$ cat config.mk
export PLATFORM = sky130hd
export DESIGN_NAME = greedy_tour_edge_selector_flat
export DESIGN_NICKNAME = d
export VERILOG_FILES = /design/src/rtl/gtes_pkg.sv /design/src/rtl/gtes_if.sv /design/src/rtl/gtes_forest.sv /design/src/rtl/gtes_degree.sv /design/src/rtl/greedy_tour_edge_selector.sv /design/src/flat_wrapper.sv
export VERILOG_INCLUDE_DIRS = /design/src /design/src/rtl
export SDC_FILE = /design/constraint.sdc
export NUM_CORES = 2
export LEC_CHECK = 0
export ABC_AREA = 1
export BUFFER_PORTS_ARGS = -buffer_cell sky130_fd_sc_hd__buf_2
export CAP_MARGIN = 40
export CORE_MARGIN = 2
export CORE_UTILIZATION = 45
export DETAILED_ROUTE_END_ITERATION = 6
export PLACE_DENSITY_LB_ADDON = 0.1
export REMOVE_ABC_BUFFERS = 1
export SYNTH_ARGS = -nofsm -noshare
export SYNTH_HDL_FRONTEND = slang
export SYNTH_SLANG_ARGS = --single-unit
$ cat constraint.sdc
create_clock -name clk -period 14.35 [get_ports clk]
set_input_delay 2.87 -clock clk [delete_from_list [all_inputs] [get_ports clk]]
set_output_delay 2.87 -clock clk [all_outputs]
set_load 0.02 [all_outputs]
$ cat src/rtl/greedy_tour_edge_selector_macros.svh
// assertion macros shared by the rtl that checks itself
`ifndef GREEDY_TOUR_EDGE_SELECTOR_MACROS_SVH
`define GREEDY_TOUR_EDGE_SELECTOR_MACROS_SVH

`ifndef SYNTHESIS
// condition holds in the same cycle as the trigger
`define GTES_ASSERT_NOW(label, clk, rst_n, trig, expr) \
	label: assert property (@(posedge clk) disable iff (!rst_n) (trig) |-> (expr)) \
		else $error("gtes check failed");
// condition holds in the cycle after the trigger
`define GTES_ASSERT_NEXT(label, clk, rst_n, trig, expr) \
	label: assert property (@(posedge clk) disable iff (!rst_n) (trig) |=> (expr)) \
		else $error("gtes check failed");
`else
`define GTES_ASSERT_NOW(label, clk, rst_n, trig, expr)
`define GTES_ASSERT_NEXT(label, clk, rst_n, trig, expr)
`endif

`endif

$ cat src/rtl/gtes_pkg.sv
package gtes_pkg;

	// field widths
	localparam int REQ_W    = 2;
	localparam int END_W    = 8;
	localparam int VCOUNT_W = 9;
	localparam int RANK_W   = 4;
	localparam int DEG_W    = 2;

	localparam int MAX_VERTICES_DEF = 256;

	localparam logic [VCOUNT_W-1:0] VCOUNT_RESET = 9'd256;

	// request codes
	localparam logic [REQ_W-1:0] REQ_CLEAR = 2'd0;
	localparam logic [REQ_W-1:0] REQ_MATCH = 2'd1;
	localparam logic [REQ_W-1:0] REQ_CAND  = 2'd2;

	// saturation and limits
	localparam logic [RANK_W-1:0] RANK_MAX  = 4'd15;
	localparam logic [DEG_W-1:0]  DEG_MAX   = 2'd3;
	localparam logic [DEG_W-1:0]  DEG_LIMIT = 2'd2;

	// forest unit commands
	typedef struct packed {
		logic clr;
		logic find;
		logic link;
	} forest_cmd_t;

	// degree unit commands
	typedef struct packed {
		logic clr;
		logic rd;
		logic bump;
	} deg_cmd_t;

endpackage

$ cat src/rtl/gtes_if.sv
// request channel
interface gtes_req_if;
	logic                         valid;
	logic                         ready;
	logic [gtes_pkg::REQ_W-1:0]   req_type;
	logic [gtes_pkg::END_W-1:0]   end_a;
	logic [gtes_pkg::END_W-1:0]   end_b;
	logic                         edge_in_matching;

	modport source (output valid, req_type, end_a, end_b, edge_in_matching, input ready);
	modport sink (input valid, req_type, end_a, end_b, edge_in_matching, output ready);
endinterface

// result channel
interface gtes_res_if;
	logic                          valid;
	logic                          ready;
	logic                          accepted;
	logic [gtes_pkg::VCOUNT_W-1:0] chosen_edges;
	logic                          tour_done;

	modport source (output valid, accepted, chosen_edges, tour_done, input ready);
	modport sink (input valid, accepted, chosen_edges, tour_done, output ready);
endinterface

$ cat src/rtl/gtes_forest.sv
module gtes_forest #(
	parameter int MAX_VERTICES = gtes_pkg::MAX_VERTICES_DEF,
	localparam int VW = $clog2(MAX_VERTICES)
) (
	input  logic                          clk,
	input  logic                          arst_n,
	input  gtes_pkg::forest_cmd_t         cmd,
	input  logic [VW-1:0]                 clr_addr,
	input  logic [VW-1:0]                 find_v,
	input  logic [VW-1:0]                 link_x,
	input  logic [VW-1:0]                 link_y,
	input  logic [gtes_pkg::RANK_W-1:0]   rank_x,
	input  logic [gtes_pkg::RANK_W-1:0]   rank_y,
	output logic                          done,
	output logic [VW-1:0]                 root,
	output logic [gtes_pkg::RANK_W-1:0]   root_rank
);

	localparam logic [1:0] F_IDLE  = 2'd0;
	localparam logic [1:0] F_UP    = 2'd1;
	localparam logic [1:0] F_DOWN  = 2'd2;
	localparam logic [1:0] F_LINK2 = 2'd3;

	typedef struct packed {
		logic [gtes_pkg::RANK_W-1:0] rank;
		logic [VW-1:0]               parent;
	} node_t;

	node_t mem [MAX_VERTICES];
	node_t rd_q;

	logic [1:0]    state_q, state_d;
	logic [VW-1:0] cur_q, cur_d;
	logic [VW-1:0] v_q, v_d;
	logic [VW-1:0] root_q, root_d;
	logic [gtes_pkg::RANK_W-1:0] rank_q, rank_d;
	logic          done_q, done_d;

	logic          rd_en;
	logic [VW-1:0] rd_addr;
	logic          wr_en;
	logic [VW-1:0] wr_addr;
	node_t         wr_data;

	// parent and rank store, registered read
	always_ff @(posedge clk) begin
		if (wr_en) mem[wr_addr] <= wr_data;
		if (rd_en) rd_q <= mem[rd_addr];
	end

	// clear a node, link two roots by rank, or walk up to the root, then walk again pointing every node at it
	always_comb begin
		state_d = state_q;
		cur_d   = cur_q;
		v_d     = v_q;
		root_d  = root_q;
		rank_d  = rank_q;
		done_d  = 1'b0;
		rd_en   = 1'b0;
		rd_addr = cur_q;
		wr_en   = 1'b0;
		wr_addr = cur_q;
		wr_data = rd_q;
		case (state_q)
			F_IDLE: begin
				if (cmd.clr) begin
					wr_en   = 1'b1;
					wr_addr = clr_addr;
					wr_data = {{gtes_pkg::RANK_W{1'b0}}, clr_addr};
				end else if (cmd.find) begin
					rd_en   = 1'b1;
					rd_addr = find_v;
					cur_d   = find_v;
					v_d     = find_v;
					state_d = F_UP;
				end else if (cmd.link) begin
					wr_en = 1'b1;
					if (rank_x < rank_y) begin
						wr_addr = link_x;
						wr_data = {rank_x, link_y};
						done_d  = 1'b1;
					end else begin
						wr_addr = link_y;
						wr_data = {rank_y, link_x};
						if (rank_x == rank_y) begin
							state_d = F_LINK2;
						end else begin
							done_d = 1'b1;
						end
					end
				end
			end
			F_UP: begin
				if (rd_q.parent == cur_q) begin
					root_d = cur_q;
					rank_d = rd_q.rank;
					if (v_q == cur_q) begin
						done_d  = 1'b1;
						state_d = F_IDLE;
					end else begin
						rd_en   = 1'b1;
						rd_addr = v_q;
						cur_d   = v_q;
						state_d = F_DOWN;
					end
				end else begin
					rd_en   = 1'b1;
					rd_addr = rd_q.parent;
					cur_d   = rd_q.parent;
				end
			end
			F_DOWN: begin
				wr_en   = 1'b1;
				wr_addr = cur_q;
				wr_data = {rd_q.rank, root_q};
				if (rd_q.parent == root_q) begin
					done_d  = 1'b1;
					state_d = F_IDLE;
				end else begin
					rd_en   = 1'b1;
					rd_addr = rd_q.parent;
					cur_d   = rd_q.parent;
				end
			end
			F_LINK2: begin
				// equal ranks: the surviving root gains one rank, saturating at RANK_MAX
				wr_en   = 1'b1;
				wr_addr = link_x;
				wr_data = {(rank_x == gtes_pkg::RANK_MAX) ? rank_x
					: rank_x + gtes_pkg::RANK_W'(1), link_x};
				done_d  = 1'b1;
				state_d = F_IDLE;
			end
			default: begin
				state_d = F_IDLE;
			end
		endcase
	end

	// control
	always_ff @(posedge clk or negedge arst_n) begin
		if (!arst_n) begin
			state_q <= F_IDLE;
			done_q  <= 1'b0;
		end else begin
			state_q <= state_d;
			done_q  <= done_d;
		end
	end

	// walk pointers and result
	always_ff @(posedge clk) begin
		cur_q  <= cur_d;
		v_q    <= v_d;
		root_q <= root_d;
		rank_q <= rank_d;
	end

	assign done      = done_q;
	assign root      = root_q;
	assign root_rank = rank_q;

endmodule

$ cat src/rtl/gtes_degree.sv
module gtes_degree #(
	parameter int MAX_VERTICES = gtes_pkg::MAX_VERTICES_DEF,
	localparam int VW = $clog2(MAX_VERTICES)
) (
	input  logic                         clk,
	input  logic                         arst_n,
	input  gtes_pkg::deg_cmd_t           cmd,
	input  logic [VW-1:0]                clr_addr,
	input  logic [VW-1:0]                addr_a,
	input  logic [VW-1:0]                addr_b,
	output logic                         done,
	output logic [gtes_pkg::DEG_W-1:0]   deg_a,
	output logic [gtes_pkg::DEG_W-1:0]   deg_b
);

	localparam logic [1:0] D_IDLE  = 2'd0;
	localparam logic [1:0] D_RDB   = 2'd1;
	localparam logic [1:0] D_RDW   = 2'd2;
	localparam logic [1:0] D_BUMP2 = 2'd3;

	logic [gtes_pkg::DEG_W-1:0] mem [MAX_VERTICES];
	logic [gtes_pkg::DEG_W-1:0] rd_q;

	logic [1:0] state_q, state_d;
	logic       done_q, done_d;
	logic [gtes_pkg::DEG_W-1:0] deg_a_q, deg_a_d;
	logic [gtes_pkg::DEG_W-1:0] deg_b_q, deg_b_d;
	logic [gtes_pkg::DEG_W-1:0] inc_a, b_base, inc_b;

	logic          rd_en;
	logic [VW-1:0] rd_addr;
	logic          wr_en;
	logic [VW-1:0] wr_addr;
	logic [gtes_pkg::DEG_W-1:0] wr_data;

	// degree store, registered read
	always_ff @(posedge clk) begin
		if (wr_en) mem[wr_addr] <= wr_data;
		if (rd_en) rd_q <= mem[rd_addr];
	end

	// saturating increments; a self loop raises the same vertex twice
	assign inc_a  = (deg_a_q == gtes_pkg::DEG_MAX) ? deg_a_q
		: deg_a_q + gtes_pkg::DEG_W'(1);
	assign b_base = (addr_a == addr_b) ? inc_a : deg_b_q;
	assign inc_b  = (b_base == gtes_pkg::DEG_MAX) ? b_base
		: b_base + gtes_pkg::DEG_W'(1);

	// clear one entry, read both ends, or write both bumped degrees
	always_comb begin
		state_d = state_q;
		done_d  = 1'b0;
		deg_a_d = deg_a_q;
		deg_b_d = deg_b_q;
		rd_en   = 1'b0;
		rd_addr = addr_a;
		wr_en   = 1'b0;
		wr_addr = addr_a;
		wr_data = inc_a;
		case (state_q)
			D_IDLE: begin
				if (cmd.clr) begin
					wr_en   = 1'b1;
					wr_addr = clr_addr;
					wr_data = '0;
				end else if (cmd.rd) begin
					rd_en   = 1'b1;
					state_d = D_RDB;
				end else if (cmd.bump) begin
					wr_en   = 1'b1;
					state_d = D_BUMP2;
				end
			end
			D_RDB: begin
				rd_en   = 1'b1;
				rd_addr = addr_b;
				deg_a_d = rd_q;
				state_d = D_RDW;
			end
			D_RDW: begin
				deg_b_d = rd_q;
				done_d  = 1'b1;
				state_d = D_IDLE;
			end
			D_BUMP2: begin
				wr_en   = 1'b1;
				wr_addr = addr_b;
				wr_data = inc_b;
				done_d  = 1'b1;
				state_d = D_IDLE;
			end
			default: begin
				state_d = D_IDLE;
			end
		endcase
	end

	// control
	always_ff @(posedge clk or negedge arst_n) begin
		if (!arst_n) begin
			state_q <= D_IDLE;
			done_q  <= 1'b0;
		end else begin
			state_q <= state_d;
			done_q  <= done_d;
		end
	end

	// captured degrees
	always_ff @(posedge clk) begin
		deg_a_q <= deg_a_d;
		deg_b_q <= deg_b_d;
	end

	assign done  = done_q;
	assign deg_a = deg_a_q;
	assign deg_b = deg_b_q;

endmodule

$ cat src/rtl/greedy_tour_edge_selector.sv
// channel | dir | handshake    | payload
// req     | in  | valid/ready  | req_type, end_a, end_b, edge_in_matching
// res     | out | valid/ready  | accepted, chosen_edges, tour_done
// cfg     | in  | cfg_wr_en    | cfg_wr_data (vertex_count)
//
// one request at a time; each accepted edge reads both degrees, walks from end_a
// and from end_b to their roots (single read port of the parent store), links the
// roots when they differ, raising a rank when the ranks tie, then bumps both degrees
// a clear request sweeps both stores before its result beat
// after reset the same sweep runs with req.ready low
// the result register holds one finished beat while a new request is taken
`include "greedy_tour_edge_selector_macros.svh"

module greedy_tour_edge_selector #(
	parameter int MAX_VERTICES = gtes_pkg::MAX_VERTICES_DEF
) (
	input  logic                          clk,
	input  logic                          arst_n,
	gtes_req_if.sink                      req,
	gtes_res_if.source                    res,
	input  logic                          cfg_wr_en,
	input  logic [gtes_pkg::VCOUNT_W-1:0] cfg_wr_data
);

	localparam int VW  = $clog2(MAX_VERTICES);
	localparam int CW  = gtes_pkg::VCOUNT_W;
	localparam int RW  = gtes_pkg::RANK_W;
	localparam logic [VW-1:0] LAST_V = VW'(MAX_VERTICES - 1);

	localparam logic [3:0] T_SWEEP     = 4'd0;
	localparam logic [3:0] T_IDLE      = 4'd1;
	localparam logic [3:0] T_DEG_GO    = 4'd2;
	localparam logic [3:0] T_DEG_WAIT  = 4'd3;
	localparam logic [3:0] T_FA_GO     = 4'd4;
	localparam logic [3:0] T_FA_WAIT   = 4'd5;
	localparam logic [3:0] T_FB_GO     = 4'd6;
	localparam logic [3:0] T_FB_WAIT   = 4'd7;
	localparam logic [3:0] T_DECIDE    = 4'd8;
	localparam logic [3:0] T_LINK_GO   = 4'd9;
	localparam logic [3:0] T_LINK_WAIT = 4'd10;
	localparam logic [3:0] T_BUMP_GO   = 4'd11;
	localparam logic [3:0] T_BUMP_WAIT = 4'd12;
	localparam logic [3:0] T_RESULT    = 4'd13;

	logic [3:0]    state_q;
	logic [VW-1:0] sweep_q;
	logic          sweep_res_q;
	logic [CW-1:0] vcount_q;
	logic [CW-1:0] edge_total_q;
	logic          acc_q;

	logic [gtes_pkg::REQ_W-1:0] req_q;
	logic [VW-1:0] a_q, b_q;
	logic          match_q;
	logic [VW-1:0] x_q, y_q;
	logic [RW-1:0] rx_q, ry_q;

	logic          res_valid_q;
	logic          res_acc_q;
	logic [CW-1:0] res_chosen_q;
	logic          res_done_q;

	logic [CW-1:0] n_eff;
	logic          ends_ok;
	logic          in_fire;
	logic          out_load;
	logic          f_waiting;
	logic          d_waiting;

	gtes_pkg::forest_cmd_t fcmd;
	gtes_pkg::deg_cmd_t    dcmd;
	logic          f_done, d_done;
	logic [VW-1:0] f_root;
	logic [RW-1:0] f_rank;
	logic [VW-1:0] find_v;
	logic [gtes_pkg::DEG_W-1:0] deg_a, deg_b;

	// effective vertex count and range check of the incoming ends
	assign n_eff   = (32'(vcount_q) < MAX_VERTICES) ? vcount_q : CW'(MAX_VERTICES);
	assign ends_ok = (CW'(req.end_a) < n_eff) && (CW'(req.end_b) < n_eff);

	assign req.ready = (state_q == T_IDLE);
	assign in_fire   = req.valid && req.ready;
	assign out_load  = (state_q == T_RESULT) && (!res_valid_q || res.ready);

	// unit commands
	always_comb begin
		fcmd      = '0;
		dcmd      = '0;
		fcmd.clr  = (state_q == T_SWEEP);
		dcmd.clr  = (state_q == T_SWEEP);
		fcmd.find = (state_q == T_FA_GO) || (state_q == T_FB_GO);
		fcmd.link = (state_q == T_LINK_GO);
		dcmd.rd   = (state_q == T_DEG_GO);
		dcmd.bump = (state_q == T_BUMP_GO);
	end

	assign find_v = (state_q == T_FB_GO) ? b_q : a_q;

	gtes_forest #(.MAX_VERTICES(MAX_VERTICES)) u_forest (
		.clk       (clk),
		.arst_n    (arst_n),
		.cmd       (fcmd),
		.clr_addr  (sweep_q),
		.find_v    (find_v),
		.link_x    (x_q),
		.link_y    (y_q),
		.rank_x    (rx_q),
		.rank_y    (ry_q),
		.done      (f_done),
		.root      (f_root),
		.root_rank (f_rank)
	);

	gtes_degree #(.MAX_VERTICES(MAX_VERTICES)) u_degree (
		.clk      (clk),
		.arst_n   (arst_n),
		.cmd      (dcmd),
		.clr_addr (sweep_q),
		.addr_a   (a_q),
		.addr_b   (b_q),
		.done     (d_done),
		.deg_a    (deg_a),
		.deg_b    (deg_b)
	);

	// vertex count register
	always_ff @(posedge clk or negedge arst_n) begin
		if (!arst_n) begin
			vcount_q <= gtes_pkg::VCOUNT_RESET;
		end else if (cfg_wr_en) begin
			vcount_q <= cfg_wr_data;
		end
	end

	// request sequencer
	always_ff @(posedge clk or negedge arst_n) begin
		if (!arst_n) begin
			state_q      <= T_SWEEP;
			sweep_q      <= '0;
			sweep_res_q  <= 1'b0;
			edge_total_q <= '0;
			acc_q        <= 1'b0;
		end else begin
			case (state_q)
				T_SWEEP: begin
					sweep_q <= sweep_q + VW'(1);
					if (sweep_q == LAST_V) begin
						acc_q   <= 1'b0;
						state_q <= sweep_res_q ? T_RESULT : T_IDLE;
					end
				end
				T_IDLE: begin
					if (in_fire) begin
						acc_q <= 1'b0;
						if (req.req_type == gtes_pkg::REQ_CLEAR) begin
							sweep_q      <= '0;
							sweep_res_q  <= 1'b1;
							edge_total_q <= '0;
							state_q      <= T_SWEEP;
						end else if ((req.req_type inside {gtes_pkg::REQ_MATCH,
							gtes_pkg::REQ_CAND}) && ends_ok) begin
							state_q <= T_DEG_GO;
						end else begin
							state_q <= T_RESULT;
						end
					end
				end
				T_DEG_GO: state_q <= T_DEG_WAIT;
				T_DEG_WAIT: begin
					if (d_done) begin
						if (req_q == gtes_pkg::REQ_CAND && (match_q
							|| deg_a >= gtes_pkg::DEG_LIMIT
							|| deg_b >= gtes_pkg::DEG_LIMIT)) begin
							state_q <= T_RESULT;
						end else begin
							state_q <= T_FA_GO;
						end
					end
				end
				T_FA_GO: state_q <= T_FA_WAIT;
				T_FA_WAIT: begin
					if (f_done) state_q <= T_FB_GO;
				end
				T_FB_GO: state_q <= T_FB_WAIT;
				T_FB_WAIT: begin
					if (f_done) state_q <= T_DECIDE;
				end
				T_DECIDE: begin
					// a cycle-closing candidate only once the tour lacks just its last edge
					if (req_q == gtes_pkg::REQ_CAND && x_q == y_q
						&& edge_total_q < (n_eff - CW'(1))) begin
						state_q <= T_RESULT;
					end else if (x_q != y_q) begin
						state_q <= T_LINK_GO;
					end else begin
						state_q <= T_BUMP_GO;
					end
				end
				T_LINK_GO: state_q <= T_LINK_WAIT;
				T_LINK_WAIT: begin
					if (f_done) state_q <= T_BUMP_GO;
				end
				T_BUMP_GO: state_q <= T_BUMP_WAIT;
				T_BUMP_WAIT: begin
					if (d_done) begin
						acc_q <= 1'b1;
						if (edge_total_q != {CW{1'b1}}) begin
							edge_total_q <= edge_total_q + CW'(1);
						end
						state_q <= T_RESULT;
					end
				end
				T_RESULT: begin
					if (out_load) state_q <= T_IDLE;
				end
				default: state_q <= T_IDLE;
			endcase
		end
	end

	// request fields and find results
	always_ff @(posedge clk) begin
		if (in_fire) begin
			req_q   <= req.req_type;
			a_q     <= VW'(req.end_a);
			b_q     <= VW'(req.end_b);
			match_q <= req.edge_in_matching;
		end
		if (state_q == T_FA_WAIT && f_done) begin
			x_q  <= f_root;
			rx_q <= f_rank;
		end
		if (state_q == T_FB_WAIT && f_done) begin
			y_q  <= f_root;
			ry_q <= f_rank;
		end
	end

	// result register
	always_ff @(posedge clk or negedge arst_n) begin
		if (!arst_n) begin
			res_valid_q <= 1'b0;
		end else if (out_load) begin
			res_valid_q <= 1'b1;
		end else if (res.ready) begin
			res_valid_q <= 1'b0;
		end
	end

	always_ff @(posedge clk) begin
		if (out_load) begin
			res_acc_q    <= acc_q;
			res_chosen_q <= edge_total_q;
			res_done_q   <= (edge_total_q == n_eff);
		end
	end

	assign res.valid        = res_valid_q;
	assign res.accepted     = res_acc_q;
	assign res.chosen_edges = res_chosen_q;
	assign res.tour_done    = res_done_q;

	// steps that wait on a unit
	assign f_waiting = (state_q == T_FA_WAIT) || (state_q == T_FB_WAIT)
		|| (state_q == T_LINK_WAIT);
	assign d_waiting = (state_q == T_DEG_WAIT) || (state_q == T_BUMP_WAIT);

	// forest and degree units only answer the step that waits for them
	`GTES_ASSERT_NOW(a_forest_done, clk, arst_n, f_done, f_waiting)
	`GTES_ASSERT_NOW(a_degree_done, clk, arst_n, d_done, d_waiting)
	// the sweep leaves the edge count cleared
	`GTES_ASSERT_NEXT(a_sweep_clear, clk, arst_n, state_q == T_SWEEP, edge_total_q == '0)
	// an accepted edge was counted
	`GTES_ASSERT_NOW(a_acc_counted, clk, arst_n, state_q == T_RESULT && acc_q, edge_total_q != '0)

endmodule

$ cat src/flat_wrapper.sv
// flat-port wrapper written by rule: the top's interface ports become plain ports
module greedy_tour_edge_selector_flat 
#(
	parameter int MAX_VERTICES = gtes_pkg::MAX_VERTICES_DEF
)
  (clk, arst_n, cfg_wr_en, cfg_wr_data, req_valid, req_req_type, req_end_a, req_end_b, req_edge_in_matching, req_ready, res_valid, res_accepted, res_chosen_edges, res_tour_done, res_ready);
  gtes_req_if req_i ();
  gtes_res_if res_i ();
  input  logic clk;
  input  logic arst_n;
  input  logic cfg_wr_en;
  input  logic [gtes_pkg::VCOUNT_W-1:0] cfg_wr_data;
  input wire logic [$bits(req_i.valid)-1:0] req_valid;
  input wire logic [$bits(req_i.req_type)-1:0] req_req_type;
  input wire logic [$bits(req_i.end_a)-1:0] req_end_a;
  input wire logic [$bits(req_i.end_b)-1:0] req_end_b;
  input wire logic [$bits(req_i.edge_in_matching)-1:0] req_edge_in_matching;
  output wire logic [$bits(req_i.ready)-1:0] req_ready;
  output wire logic [$bits(res_i.valid)-1:0] res_valid;
  output wire logic [$bits(res_i.accepted)-1:0] res_accepted;
  output wire logic [$bits(res_i.chosen_edges)-1:0] res_chosen_edges;
  output wire logic [$bits(res_i.tour_done)-1:0] res_tour_done;
  input wire logic [$bits(res_i.ready)-1:0] res_ready;
  assign req_i.valid = req_valid;
  assign req_i.req_type = req_req_type;
  assign req_i.end_a = req_end_a;
  assign req_i.end_b = req_end_b;
  assign req_i.edge_in_matching = req_edge_in_matching;
  assign req_ready = req_i.ready;
  assign res_valid = res_i.valid;
  assign res_accepted = res_i.accepted;
  assign res_chosen_edges = res_i.chosen_edges;
  assign res_tour_done = res_i.tour_done;
  assign res_i.ready = res_ready;
  greedy_tour_edge_selector #(.MAX_VERTICES(MAX_VERTICES)) u_core (.clk(clk), .arst_n(arst_n), .req(req_i), .res(res_i), .cfg_wr_en(cfg_wr_en), .cfg_wr_data(cfg_wr_data));
endmodule
==> metrics.md <==
| Metric | Value |
|---|---|
| Total GRT Usage | `27.18%` |
| DR WL/cell | `25.66 µm` |
| Most frequent cells in the layout | `edfxtp_1, nand2_1, nand3_1` |
| Routed Wire Length | `506800 µm` |
| CTS root buf | `clkbuf_16` |
| Main synth FF type | `edfxtp_1` |
| Max-slew violations | `0` |
| Clock-pin slew on the worst setup and hold paths | `0.06 ns` |
| Setup crit end kind | `flip-flop` |
| 1st-iter DRT viols | `12700` |
| Ranking of synthesized cells by area | `edfxtp_1, nand3_1, nand2_1` |
| Critical path launch point type | `flip-flop` |
| Multi-input logic area | `41550 µm²` |
| Synth top area share | `67.82%` |
| Maximum fanout along the worst path | `166` |
| Vias in the first global route | `107900` |
| Fillcell total | `31710` |
| RSZ-0062 raised after global routing | `false` |
| Fmax | `0.1339 GHz` |
| Mean area per synthesized cell | `11.10 µm²` |
| Hold buffers post-CTS | `0` |
| CP arrival | `8.15 ns` |
| Post-synth top area cell | `edfxtp_1` |
| Routed Antenna Nets | `0` |
| DR vias | `112300` |
| Initial core utilization | `45.27%` |
| Core area | `359500 µm²` |
| Resize count post-CTS | `0` |
| Maxcap violations | `0` |
| Layout area overhead | `12.49%` |
| Synth Cell Area | `162800 µm²` |
| Min Tclk post-route | `7.468 ns` |
| Synth unique cells | `52` |
| Worst-Skew Late Latency | `1.00 ns` |
| Die X | `605.4 µm` |
| Seq/Total Area, Yosys | `68.52%` |
| Tightest Pin Transition | `1.059 ns` |
| Post-DP HPWL | `293500 µm` |
| Routability cong. | `0.8795` |
| Die height | `605.4 µm` |
| Largest net degree at the start of global routing | `173` |
| Final core occ | `50.93%` |
| Clock tree buffer depth | `4` |
| Syn. warnings | `0` |
| Layout Nets | `14710` |
| Met3 usage | `3.460%` |
| Commonest non-fill, non-tap cell in the layout | `edfxtp_1` |
| First-pass GRT wire length | `740400 µm` |
| Cts bufs inserted | `407` |
| Pre-Repair DR Iteration Count | `6` |
| Max-slew headroom | `29.41%` |
| Post-CTS Setup Bufs | `0` |
| Register area | `111500 µm²` |
| EDFF count, synth | `3676` |
| Die footprint | `366500 µm²` |
| Kind of critical path | `reg -> reg` |
| DRC viols | `0` |
| Worst EP required | `15.03 ns` |
| Initial antenna violation count | `17` |
| CTS sink count | `3723` |
| I/O Buffers | `45` |
| Final Hold Viols | `0` |
| Mapped Cells | `14660` |
| GRT overflow | `0` |
| CTS tree | `built` |
| Hold Crit Class | `reg -> reg` |
| GRT met2 Usage | `43.67%` |
| DR vias/cell | `5.688` |
| Setup violations, final | `0` |
| Final worst-path cycle share | `52.04%` |
| Row cnt | `220` |
| Htree depth | `5` |
| Clock Skew | `0.05140 ns` |
| Layout cell share with drive strength beyond 1 | `8.133%` |
| Outcome | `completed` |
| GRT busiest layer | `met2` |
| Yosys reg bits | `3723` |
| Routing usage on met1 | `37.74%` |
| Async SR Flop Fraction | `1.048%` |
| I/O pin count | `46` |
[cell usage after synthesis, types with 5 or more instances]
library cell and instances:
inv_2 12, a31oi_1 18, buf_6 6, a21oi_1 44, clkbuf_1 471, nor2_2 5, xnor2_1 29, or2_2 8
nand3_1 2696, a41oi_1 6, inv_1 1488, o211ai_1 183, o21ai_0 397, dfxtp_1 8, nor3_1 15, buf_2 342
o22ai_1 128, nor2_1 938, o221ai_1 41, ha_1 38, xor2_1 15, buf_4 100, nand3b_1 864, edfxtp_1 3676
nor4_1 7, dfrtp_1 38, a22oi_1 9, buf_1 58, nand2_1 2952, o21ai_1 6, nand4_1 14
[cells by family (layout without fill, tap and decap cells)]
family	after synthesis	count (layout)	synth area share [%]
flip-flops	3723	3723	68.52
AO/OA/AOI/OAI	857	857	3.202
other	0	8	0
buffers and inverters	2480	2788	6.242
multiplexers	2	2	0.01307
AND/OR/NAND/NOR	7512	7512	21.49
adder cells (fa/ha/maj)	38	38	0.2921
XOR/XNOR	44	44	0.2368
[final cells by class]
| class | instances | share of cell area [%] |
|---|---|---|
| antenna | 8 | 0.01093 |
| clock buffer | 506 | 5.812 |
| clock inverter | 230 | 1.143 |
| inverter | 1503 | 3.105 |
| multi-input combinational | 8453 | 22.69 |
| sequential | 3723 | 60.91 |
| tap | 4773 | 3.262 |
| timing repair buffer | 549 | 3.058 |
[registers in the layout, indices dropped and copies added (netlist names), 2 cells and up]
name,cells
u_core.a_q,8
u_core.b_q,8
u_core.edge_total_q,9
u_core.req_q,2
u_core.res.chosen_edges,9
u_core.rx_q,4
u_core.ry_q,4
u_core.state_q,4
u_core.sweep_q,8
u_core.u_degree.deg_a,2
u_core.u_degree.deg_b,2
u_core.u_degree.mem,512
u_core.u_degree.rd_q,2
u_core.u_degree.state_q,2
u_core.u_forest.cur_q,8
u_core.u_forest.mem,3072
u_core.u_forest.rd_q,12
u_core.u_forest.root,8
u_core.u_forest.root_rank,4
u_core.u_forest.state_q,2
u_core.u_forest.v_q,8
u_core.vcount_q,9
u_core.x_q,8
u_core.y_q,8
[stage by stage]
step | setup slack [ns] | instances | instance area, µm² | hold slack, ns | TNS [ns]
6_report | 6.882 | 19750 | 183100 | 0.4433 | 0
5_1_grt | 6.518 | 19740 | 183100 | 0.4518 | 0
4_1_cts | 7.015 | 19740 | 183000 | 0.4345 | 0
3_5_place_dp | 7.056 | 19000 | 170300 | 0.4310 | 0
3_3_place_gp | 6.994 | 18770 | 167200 | 0.4273 | 0
2_1_floorplan | -51.23 | 13680 | 158200 | 0.4186 | -689.23
[worst paths after layout]
| check | start | to | slack [ns] | cells past startpoint |
|---|---|---|---|---|
| worst max-delay path | u_core.state_q[0] | u_core.u_forest.rd_q[9] | 6.88 | 19 |
| worst min-delay path | u_core.u_forest.root_rank[1] | u_core.rx_q[1] | 0.44 | 0 |
| worst max register to register | u_core.state_q[0] | u_core.u_forest.rd_q[9] | 6.88 | 19 |
| worst min register to register | u_core.u_forest.root_rank[1] | u_core.rx_q[1] | 0.44 | 0 |
| max in group asynchronous | arst_n | u_core.u_forest.state_q[0] | 12.06 | 2 |
| min in group asynchronous | arst_n | u_core.vcount_q[1] | 1.81 | 1 |
[worst max-delay path: stages (launching register included)]
cell      delay, ns
dfrtp_1        0.47
nor2_2         0.20
nand2_2        0.22
o21ai_2        0.32
nand2_1        0.12
o211ai_1       0.19
nand4_4        0.43
nand2_8        0.71
buf_12         0.65
buf_4          0.67
buf_4          0.72
nand2_1        0.10
nand3_1        0.10
nand3_1        0.11
nand3_1        0.18
nand3_1        0.14
nand3_1        0.21
nand3_1        0.43
nand3_1        0.80
nand2_1        0.11
[layer usage]
layer	vias to the layer above	part of all wire, %
met1	56090	42
met4	6	4.0
met2	4606	47
li1	50760	-
met5	-	0.0095
met3	846	7.1
Power is not shown: default switching activity piles up to over one toggle a cycle in this logic, so the estimate is an artifact.
